File: src/design/assert_macros.svh
// Assertion macros shared by dwc_step and the top level.
`ifndef ASSERT_MACROS_SVH
`define ASSERT_MACROS_SVH

// Implication checked on every rising clock edge outside reset.
`define AST_IMPL(lbl, ante, cons) \
    lbl: assert property (@(posedge i_clk) disable iff (!i_rst_n) (ante) |-> (cons)) \
        else $error("assertion failed");

// Implication whose consequence is checked in the following clock cycle.
`define AST_NEXT(lbl, ante, cons) \
    lbl: assert property (@(posedge i_clk) disable iff (!i_rst_n) (ante) |=> (cons)) \
        else $error("assertion failed");

`endif

File: src/design/dwc_pkg.sv
// Package: types, codes and reset values of the door winch controller.
package dwc_pkg;

    localparam int PRESCALE_DEF = 4;
    localparam int CFG_AW       = 5;

    // Mode codes
    localparam logic [1:0] MODE_AUTO = 2'd0;
    localparam logic [1:0] MODE_MAN  = 2'd1;
    localparam logic [1:0] MODE_ERR  = 2'd2;

    // Motor command codes
    localparam logic [1:0] MOT_STOP = 2'd0;
    localparam logic [1:0] MOT_UP   = 2'd1;
    localparam logic [1:0] MOT_DOWN = 2'd2;

    // Register indexes
    localparam logic [2:0] REG_DIST_THR    = 3'd0;
    localparam logic [2:0] REG_OPEN_HEIGHT = 3'd1;
    localparam logic [2:0] REG_MIN_CLOSED  = 3'd2;
    localparam logic [2:0] REG_PROB_WINDOW = 3'd3;
    localparam logic [2:0] REG_PROB_ERROR  = 3'd4;
    localparam logic [2:0] REG_RETRY_WAIT  = 3'd5;
    localparam logic [2:0] REG_DEB_HOLD    = 3'd6;

    // Register reset values
    localparam logic [7:0]  RST_DIST_THR    = 8'd200;
    localparam logic [14:0] RST_OPEN_HEIGHT = 15'd200;
    localparam logic [15:0] RST_MIN_CLOSED  = 16'd625;
    localparam logic [15:0] RST_PROB_WINDOW = 16'd2500;
    localparam logic [7:0]  RST_PROB_ERROR  = 8'd2;
    localparam logic [15:0] RST_RETRY_WAIT  = 16'd625;
    localparam logic [3:0]  RST_DEB_HOLD    = 4'd3;

    typedef struct packed {
        logic [7:0]  distance_threshold;
        logic [14:0] open_height;
        logic [15:0] min_closed_ticks;
        logic [15:0] problem_window_ticks;
        logic [7:0]  stall_limit;
        logic [15:0] retry_wait_ticks;
        logic [3:0]  debounce_hold;
    } t_cfg;

    typedef struct packed {
        logic       motor_stall;
        logic [7:0] distance;
        logic [3:0] buttons_raw;
    } t_in_item;

    typedef struct packed {
        logic [3:0]  buttons_clean;
        logic        rotation_pulse;
        logic [15:0] door_height;
        logic [1:0]  motor_command;
        logic [1:0]  mode;
        logic        acted;
    } t_res;

endpackage

File: src/design/dwc_cfg.sv
// Configuration register file with an APB-style port.
module dwc_cfg
    import dwc_pkg::*;
(
    input  logic              i_clk,
    input  logic              i_rst_n,
    input  logic              psel,
    input  logic              penable,
    input  logic              pwrite,
    input  logic [CFG_AW-1:0] paddr,
    input  logic [31:0]       pwdata,
    output logic [31:0]       prdata,
    output logic              pready,
    output t_cfg              o_cfg
);

    t_cfg       r_cfg;
    logic       wr_en;
    logic [2:0] reg_idx;

    assign pready  = 1'b1;
    assign wr_en   = psel & penable & pwrite;
    assign reg_idx = paddr[CFG_AW-1:2];
    assign o_cfg   = r_cfg;

    // Register writes
    always_ff @(posedge i_clk) begin
        if (!i_rst_n) begin
            r_cfg.distance_threshold   <= RST_DIST_THR;
            r_cfg.open_height          <= RST_OPEN_HEIGHT;
            r_cfg.min_closed_ticks     <= RST_MIN_CLOSED;
            r_cfg.problem_window_ticks <= RST_PROB_WINDOW;
            r_cfg.stall_limit          <= RST_PROB_ERROR;
            r_cfg.retry_wait_ticks     <= RST_RETRY_WAIT;
            r_cfg.debounce_hold        <= RST_DEB_HOLD;
        end else if (wr_en) begin
            case (reg_idx)
                REG_DIST_THR:    r_cfg.distance_threshold   <= pwdata[7:0];
                REG_OPEN_HEIGHT: r_cfg.open_height          <= pwdata[14:0];
                REG_MIN_CLOSED:  r_cfg.min_closed_ticks     <= pwdata[15:0];
                REG_PROB_WINDOW: r_cfg.problem_window_ticks <= pwdata[15:0];
                REG_PROB_ERROR:  r_cfg.stall_limit          <= pwdata[7:0];
                REG_RETRY_WAIT:  r_cfg.retry_wait_ticks     <= pwdata[15:0];
                REG_DEB_HOLD:    r_cfg.debounce_hold        <= pwdata[3:0];
                default: ;
            endcase
        end
    end

    // Read mux
    always_comb begin
        case (reg_idx)
            REG_DIST_THR:    prdata = {24'd0, r_cfg.distance_threshold};
            REG_OPEN_HEIGHT: prdata = {17'd0, r_cfg.open_height};
            REG_MIN_CLOSED:  prdata = {16'd0, r_cfg.min_closed_ticks};
            REG_PROB_WINDOW: prdata = {16'd0, r_cfg.problem_window_ticks};
            REG_PROB_ERROR:  prdata = {24'd0, r_cfg.stall_limit};
            REG_RETRY_WAIT:  prdata = {16'd0, r_cfg.retry_wait_ticks};
            REG_DEB_HOLD:    prdata = {28'd0, r_cfg.debounce_hold};
            default:         prdata = 32'd0;
        endcase
    end

endmodule

File: src/design/dwc_step.sv
// Controller state and the single-pass update for one timer tick.
module dwc_step
    import dwc_pkg::*;
#(
    parameter int PRESCALE = PRESCALE_DEF
) (
    input  logic     i_clk,
    input  logic     i_rst_n,
    input  logic     i_en,
    input  t_cfg     i_cfg,
    input  t_in_item i_item,
    output t_res     o_res
);

`include "assert_macros.svh"

    localparam int PW = (PRESCALE > 1) ? $clog2(PRESCALE) : 1;
    localparam logic [PW-1:0] PRE_LAST = PW'(PRESCALE - 1);

    // State registers
    logic [PW-1:0] r_pre;
    logic [15:0]   r_tick, r_retry, r_height, r_last_pres, r_prob_start;
    logic [3:0]    r_deb;
    logic [3:0]    r_hold [4];
    logic [1:0]    r_mode, r_motor;
    logic          r_prev_rot;
    logic [7:0]    r_prob_cnt;

    // Next values
    logic [PW-1:0] n_pre;
    logic [15:0]   n_tick, n_retry, n_height, n_last_pres, n_prob_start;
    logic [3:0]    n_deb;
    logic [3:0]    n_hold [4];
    logic [1:0]    n_mode, n_motor;
    logic          n_prev_rot;
    logic [7:0]    n_prob_cnt;

    logic          act_tick, acted, pulse;
    logic [15:0]   since_pres, since_prob;
    logic [7:0]    cnt_inc;

    // Tick update
    always_comb begin
        n_pre        = r_pre;
        n_tick       = r_tick;
        n_retry      = r_retry;
        n_height     = r_height;
        n_last_pres  = r_last_pres;
        n_prob_start = r_prob_start;
        n_deb        = r_deb;
        n_hold       = r_hold;
        n_mode       = r_mode;
        n_motor      = r_motor;
        n_prev_rot   = r_prev_rot;
        n_prob_cnt   = r_prob_cnt;
        acted        = 1'b0;
        pulse        = 1'b0;
        since_pres   = 16'd0;
        since_prob   = 16'd0;
        cnt_inc      = 8'd0;

        act_tick = (r_pre == PRE_LAST);
        n_pre    = act_tick ? '0 : r_pre + PW'(1);

        if (act_tick) begin
            n_tick = r_tick + 16'd1;
            if (r_retry != 16'd0) begin
                n_retry = r_retry - 16'd1;
            end else begin
                acted = 1'b1;

                // button debounce: sample, then hold off for a while
                for (int i = 0; i < 4; i++) begin
                    if (r_hold[i] != 4'd0) begin
                        n_hold[i] = r_hold[i] - 4'd1;
                    end else begin
                        n_deb[i]  = i_item.buttons_raw[i];
                        n_hold[i] = i_cfg.debounce_hold;
                    end
                end

                // mode select; error sticks unless manual enable is on
                if (n_deb[1]) begin
                    n_mode = MODE_MAN;
                end else if (r_mode != MODE_ERR) begin
                    n_mode = MODE_AUTO;
                end

                // height count on rotation rising edge
                pulse      = n_deb[0] & ~r_prev_rot;
                n_prev_rot = n_deb[0];
                if (pulse) begin
                    n_height = (r_motor == MOT_UP) ? r_height + 16'd1 : r_height - 16'd1;
                end

                if (n_mode == MODE_MAN) begin
                    // manual drive from up/down buttons
                    case ({n_deb[3], n_deb[2]})
                        2'b11: begin
                            n_motor  = MOT_STOP;
                            n_height = 16'd0;
                        end
                        2'b01:   n_motor = MOT_UP;
                        2'b10:   n_motor = MOT_DOWN;
                        default: n_motor = MOT_STOP;
                    endcase
                end else if (n_mode != MODE_ERR) begin
                    // automatic: close while animal near, reopen after hold time
                    if (i_item.distance < i_cfg.distance_threshold) begin
                        n_last_pres = n_tick;
                    end
                    since_pres = n_tick - n_last_pres;
                    if (since_pres <= i_cfg.min_closed_ticks) begin
                        n_motor = ($signed(n_height) > 16'sd0) ? MOT_DOWN : MOT_STOP;
                    end else begin
                        n_motor = ($signed(n_height) < $signed({1'b0, i_cfg.open_height}))
                                  ? MOT_UP : MOT_STOP;
                    end

                    // dismiss stall count after the window
                    since_prob = n_tick - r_prob_start;
                    if (r_prob_cnt != 8'd0 && since_prob > i_cfg.problem_window_ticks) begin
                        n_prob_cnt = 8'd0;
                    end

                    // stall handling
                    if (i_item.motor_stall && n_motor != MOT_STOP) begin
                        n_motor = MOT_STOP;
                        if (n_prob_cnt == 8'd0) begin
                            n_prob_start = n_tick;
                        end
                        cnt_inc    = n_prob_cnt + 8'd1;
                        n_prob_cnt = cnt_inc;
                        if (cnt_inc == i_cfg.stall_limit) begin
                            n_mode = MODE_ERR;
                        end else begin
                            n_retry = i_cfg.retry_wait_ticks;
                        end
                    end
                end
            end
        end
    end

    // Result of this tick
    assign o_res.acted          = acted;
    assign o_res.mode           = n_mode;
    assign o_res.motor_command  = n_motor;
    assign o_res.door_height    = n_height;
    assign o_res.rotation_pulse = pulse;
    assign o_res.buttons_clean  = n_deb;

    // State registers
    always_ff @(posedge i_clk) begin
        if (!i_rst_n) begin
            r_pre        <= '0;
            r_tick       <= 16'd0;
            r_retry      <= 16'd0;
            r_height     <= 16'd0;
            r_last_pres  <= 16'd0;
            r_prob_start <= 16'd0;
            r_deb        <= 4'd0;
            r_hold       <= '{default: 4'd0};
            r_mode       <= MODE_AUTO;
            r_motor      <= MOT_STOP;
            r_prev_rot   <= 1'b0;
            r_prob_cnt   <= 8'd0;
        end else if (i_en) begin
            r_pre        <= n_pre;
            r_tick       <= n_tick;
            r_retry      <= n_retry;
            r_height     <= n_height;
            r_last_pres  <= n_last_pres;
            r_prob_start <= n_prob_start;
            r_deb        <= n_deb;
            r_hold       <= n_hold;
            r_mode       <= n_mode;
            r_motor      <= n_motor;
            r_prev_rot   <= n_prev_rot;
            r_prob_cnt   <= n_prob_cnt;
        end
    end

    // A paused tick leaves the debounced levels and mode alone
    `AST_NEXT(a_pause_holds, i_en && act_tick && r_retry != 0, $stable(r_deb) && $stable(r_mode))
    // Starting a retry pause only happens on a stall in automatic mode
    `AST_NEXT(a_retry_from_stall, i_en && r_retry == 16'd0 && n_retry != 16'd0, r_motor == MOT_STOP)

endmodule

File: src/design/door_winch_controller_top.sv
// Top level of the door winch controller: stream ports, input and result registers.
//
// Each slave-side transfer is one timer tick; every PRESCALE-th tick acts on the door
// unless a retry wait is still counting down. The block takes one tick per clock cycle
// while the master side does not stall and returns one result per tick: the tick is
// held in an input register, the controller state is updated in one pass of compare and
// count logic, and the result lands in an output register that keeps its value while the
// master side stalls. Configuration goes through the APB-style port at byte address 4*i
// and should be written only while no tick is in flight.
module door_winch_controller_top
    import dwc_pkg::*;
#(
    parameter int PRESCALE = PRESCALE_DEF
) (
    input  logic              i_clk,
    input  logic              i_rst_n,
    // slave-side stream
    input  logic              i_s_tvalid,
    output logic              o_s_tready,
    input  logic [15:0]       i_s_tdata,  // buttons_raw[3:0], distance[11:4], motor_stall[12]
    // master-side stream
    output logic              o_m_tvalid,
    input  logic              i_m_tready,
    output logic [31:0]       o_m_tdata,  // acted[0], mode[2:1], motor_command[4:3],
                                          // door_height[20:5], rotation_pulse[21],
                                          // buttons_clean[25:22]
    // configuration port
    input  logic              psel,
    input  logic              penable,
    input  logic              pwrite,
    input  logic [CFG_AW-1:0] paddr,
    input  logic [31:0]       pwdata,
    output logic [31:0]       prdata,
    output logic              pready
);

`include "assert_macros.svh"

    t_cfg     cfg;
    t_in_item r_in_item;
    logic     r_in_valid;
    t_res     step_res;
    t_res     r_out;
    logic     r_out_valid;
    logic     advance;

    dwc_cfg u_cfg (
        .i_clk   (i_clk),
        .i_rst_n (i_rst_n),
        .psel    (psel),
        .penable (penable),
        .pwrite  (pwrite),
        .paddr   (paddr),
        .pwdata  (pwdata),
        .prdata  (prdata),
        .pready  (pready),
        .o_cfg   (cfg)
    );

    dwc_step #(
        .PRESCALE (PRESCALE)
    ) u_step (
        .i_clk   (i_clk),
        .i_rst_n (i_rst_n),
        .i_en    (advance),
        .i_cfg   (cfg),
        .i_item  (r_in_item),
        .o_res   (step_res)
    );

    // Tick moves on when the result register is free or being drained;
    // no transfer is taken while reset is held
    assign advance    = r_in_valid & (~r_out_valid | i_m_tready);
    assign o_s_tready = i_rst_n & (~r_in_valid | advance);

    // Input register
    always_ff @(posedge i_clk) begin
        if (!i_rst_n) begin
            r_in_valid <= 1'b0;
        end else if (o_s_tready) begin
            r_in_valid <= i_s_tvalid;
        end
    end

    always_ff @(posedge i_clk) begin
        if (o_s_tready && i_s_tvalid) begin
            r_in_item <= t_in_item'(i_s_tdata[12:0]);
        end
    end

    // Result register
    always_ff @(posedge i_clk) begin
        if (!i_rst_n) begin
            r_out_valid <= 1'b0;
        end else if (advance) begin
            r_out_valid <= 1'b1;
        end else if (i_m_tready) begin
            r_out_valid <= 1'b0;
        end
    end

    always_ff @(posedge i_clk) begin
        if (advance) begin
            r_out <= step_res;
        end
    end

    assign o_m_tvalid = r_out_valid;
    assign o_m_tdata  = {6'd0, r_out};

    // A held tick with a stalled result blocks the input
    `AST_IMPL(a_stall_blocks, r_in_valid && r_out_valid && !i_m_tready, !o_s_tready)
    // Every processed tick shows up as a pending result
    `AST_NEXT(a_advance_fills, advance, r_out_valid)

endmodule
File: config.mk
export PLATFORM = sky130hd
export DESIGN_NAME = door_winch_controller_top
export DESIGN_NICKNAME = d
export VERILOG_FILES = /design/src/design/dwc_pkg.sv /design/src/design/dwc_cfg.sv /design/src/design/dwc_step.sv /design/src/design/door_winch_controller_top.sv
export VERILOG_INCLUDE_DIRS = /design/src /design/src/design
export SDC_FILE = /design/constraint.sdc
export NUM_CORES = 1
export LEC_CHECK = 0
export BUFFER_PORTS_ARGS = -buffer_cell sky130_fd_sc_hd__buf_2
export CAP_MARGIN = 10
export CORE_UTILIZATION = 60
export CTS_BUF_LIST = sky130_fd_sc_hd__clkbuf_2 sky130_fd_sc_hd__clkbuf_4 sky130_fd_sc_hd__clkbuf_8
export DETAILED_ROUTE_END_ITERATION = 8
export HOLD_SLACK_MARGIN = 0.06
export PLACE_DENSITY = 0.8
export SLEW_MARGIN = 30
export SYNTH_ARGS = -nofsm -noshare
export SYNTH_HDL_FRONTEND = slang
export SYNTH_SLANG_ARGS = --single-unit
File: constraint.sdc
create_clock -name i_clk -period 12.5 [get_ports i_clk]
set_input_delay 0.625 -clock i_clk [delete_from_list [all_inputs] [get_ports i_clk]]
set_output_delay 0.625 -clock i_clk [all_outputs]
set_load 0.1 [all_outputs]
==> flow_summary.json <==
{
  "status": "completed",
  "fin_tns_setup_ns": 0,
  "postSynthAreaPerCell_um2": 8.033,
  "crit_fanout": 18,
  "clk-insertion-delay-late_ns": 0.58,
  "met2_usage_pct": 50.86,
  "p_per_area_nw_per_um2": 114.0,
  "start_util_pct": 61.93,
  "ys_dominant_reg_cell": "dfxtp_1",
  "maxSlewViolCount": 0,
  "drive_above_1_share_pct": 9.911,
  "max_freq_mhz": 115.5,
  "hold_viol": 0,
  "dpl.hpwl_um": 27510,
  "routedWlPerCell_um": 17.30,
  "hold_ws_ns": 0.2266,
  "busiest_layer": "met2",
  "drc_errors": 0,
  "finalCritPeriodShare_pct": 69.27,
  "rsz0062_at_grt": "no",
  "grtUsageMet3_pct": 5.797,
  "fin_nets": 2047,
  "grt_first_pass_wirelength_um": 62020,
  "place.gp.congestion": 0.9109,
  "die_height_um": 158.6,
  "die-area_um2": 25150,
  "fillers": 1968,
  "hp-class": "in2reg",
  "worstMarginPinSlew_ns": 0.9705,
  "cap_viol_max_count": 0,
  "finalClockSkew_ns": 0.03069,
  "clk_pin_slew_ns": 0.06,
  "grt-ovfl-total": 0,
  "htreeDepth": 2,
  "crit_type": "reg2reg",
  "arrival_ns": 9.06,
  "mappedNetlistArea_um2": 14710,
  "vdd_drop_max_v": 0.00008256,
  "ys_ff_latch": 239,
  "cp_top_family": "compound AO/OA/AOI/OAI gates",
  "post-route-min-period_ns": 8.659,
  "worst_slew_margin_rel_pct": 34.62,
  "via_count": 13430,
  "io_buffers": 82,
  "ctsResizeCount": 0,
  "cts_made_buffers": 41,
  "core_um2": 23750,
  "antenna_found_initial": 0,
  "cts_max_path_buffers": 3,
  "cts-root-buf": "clkbuf_8",
  "fin_cells": 2227,
  "rows": 56,
  "ys_warn_count": 0,
  "p_leak_nw": 6.676,
  "cpPeakStageDelay_ns": 0.79,
  "grt_util_all_layers_pct": 31.23,
  "ioPinCount": 127,
  "async_flop_share_pct": 0,
  "drt_pre_antenna_iters": 6,
  "synth_edf_count": 39,
  "syn_to_final_growth_pct": 9.587,
  "grt_pass1_vias": 12430,
  "dpl.cell_count": 2154,
  "hold_buffers": 0,
  "initialDrtViolationCount": 1068,
  "use_met1_pct": 40.02,
  "die_width_um": 158.6,
  "end_kind": "flop",
  "cts_tree": "built",
  "critPathSlowestCell": "o21ai_0",
  "grt_max_degree": 93,
  "postRouteAntennaNets": 0,
  "ys_seq_area_share_pct": 35.18,
  "wl_um": 38520,
  "crit_buf_inv": 4,
  "ys_types": 79,
  "postCtsSetupBuffers": 0,
  "cp_common_cell": "a21o_1",
  "startpoint_type": "flop",
  "required_ns": 12.90,
  "syn-instance-count": 1831,
  "finalSetupViolations": 0,
  "avgViaCountPerCell": 6.031,
  "cts.sinks": 239
}
## registers in the layout, summed over array words and instances, names as in the netlist
signal,cells
o_m_tdata,26
o_m_tvalid,1
r_in_item,13
r_in_valid,1
u_cfg.o_cfg,83
u_step.r_deb,4
u_step.r_height,16
u_step.r_hold,16
u_step.r_last_pres,16
u_step.r_mode,2
u_step.r_motor,2
u_step.r_pre,2
u_step.r_prev_rot,1
u_step.r_prob_cnt,8
u_step.r_prob_start,16
u_step.r_retry,16
u_step.r_tick,16
## power breakdown
group / switching [mW] / total (mW) / internal (mW) / leakage, nW
logic: 0.160 / 0.209 / 0.0485 / 4.18
clock network: 0.330 / 0.831 / 0.502 / 0.501
registers: 0.00541 / 0.797 / 0.791 / 1.99
total: 0.495 / 1.84 / 1.34 / 6.68
## area by class of cell
class | count | area (um^2) | area share [%]
flip-flops and latches | 239 | 5175 | 32.10
diodes | 1 | 2.502 | 0.01552
repair buffers | 92 | 489.2 | 3.035
clock buffers | 59 | 730.7 | 4.533
multi-input cells | 1390 | 8670 | 53.78
clock inverters | 13 | 222.7 | 1.382
inverters | 114 | 430.4 | 2.670
well taps | 319 | 399.1 | 2.476
## routing by layer
metal	share of wire, %	routed length [um]
met1	42	16340
met2	46	17540
met3	7.9	3035
met4	4.2	1603
met5	0	0
## cell families after synthesis
logic type               count (synthesis)  share of synthesized area (%)
AND/OR/NAND/NOR                        673                          20.57
AO/OA/AOI/OAI                          449                          19.40
flip-flops                             239                          35.18
buffers and inverters                  223                          6.507
adder cells (fa/ha/maj)                109                          9.425
XOR/XNOR                                71                          4.228
multiplexers                            65                          4.636
other                                    2                        0.05106
## worst reg2reg max path: cells and delay by family (launching register included)
family          cells  cell delay (ns)
compound gates     24             5.14
xor+xnor            1             0.16
flops               1             0.37
simple gates        3             0.59
fa+ha+maj           4             1.18
mux                 1             0.32
buf+inv             4             0.73
## through the flow
| step | instance area (um^2) | total power, mW | setup slack [ns] | utilization, % |
|---|---|---|---|---|
| 5_1_grt | 16120 | 1.895 | 3.323 | 67.85 |
| 3_5_place_dp | 15160 | 1.019 | 4.082 | 63.82 |
| 2_1_floorplan | 14790 | 0.9809 | 4.867 | - |
| 6_report | 16120 | 1.837 | 3.841 | 67.86 |
| 3_3_place_gp | 15150 | 1.015 | 4.326 | 63.78 |
| 4_1_cts | 16110 | 1.843 | 3.978 | 67.84 |
## cell usage after synthesis (all sizes together), types with 7 or more instances
library cell | number | area [um^2]
a21o | 21 | 157.7
o21a | 8 | 60.06
nand3b | 7 | 52.55
nor3 | 42 | 210.2
o21bai | 10 | 75.07
nor4 | 10 | 62.56
or3 | 15 | 93.84
inv | 114 | 427.9
nand2b | 19 | 121.4
o41ai | 7 | 61.31
nand3 | 48 | 240.2
a21oi | 180 | 912.1
ha | 106 | 1326
mux2i | 58 | 580.6
nor2b | 14 | 87.58
edfxtp | 39 | 1171
xor2 | 29 | 254.0
a22oi | 7 | 52.55
nand2 | 311 | 1170
xnor2 | 42 | 367.9
a211oi | 12 | 90.09
clkbuf | 74 | 279.0
dfxtp | 200 | 4004
a22o | 26 | 227.7
and2 | 7 | 43.79
o21ai | 71 | 355.3
buf | 35 | 250.2
a311oi | 7 | 61.31
and3 | 12 | 75.07
o22ai | 15 | 93.84
nor2 | 148 | 555.5
o211ai | 30 | 230.2
nor3b | 8 | 71.32
nand4 | 17 | 121.4
## worst paths after layout
path,end,start,slack [ns],depth (start not counted)
worst min-delay path,r_in_item[2]$_DFFE_PP_,i_s_tdata[2],0.23,1
worst max-delay path,u_step.r_prob_start[13]$_SDFFE_PN0P_,u_cfg.o_cfg[76]$_SDFFE_PN0P_,3.84,37
worst max register to register,u_step.r_prob_start[13]$_SDFFE_PN0P_,u_cfg.o_cfg[76]$_SDFFE_PN0P_,3.84,37
worst min register to register,u_step.r_last_pres[5]$_SDFFE_PN0P_,u_step.r_last_pres[5]$_SDFFE_PN0P_,0.45,2
## cell usage in the layout, fill, tap and decap left out, drive strengths merged, types with 12 or more instances in the layout
cell,Yosys,routed
nand2,311,311
nor2,148,148
or3,15,15
buf,35,92
nand3,48,48
xor2,29,29
dfxtp,200,200
a211oi,12,12
nand4,17,17
clkbuf,74,59
a21oi,180,180
mux2i,58,58
edfxtp,39,39
nor3,42,42
a22o,26,26
o211ai,30,30
conb,2,23
ha,106,106
nand2b,19,19
inv,114,116
o21ai,71,71
and3,12,12
o22ai,15,15
a21o,21,21
xnor2,42,42
nor2b,14,14
Power figures use the tool's default switching activity.
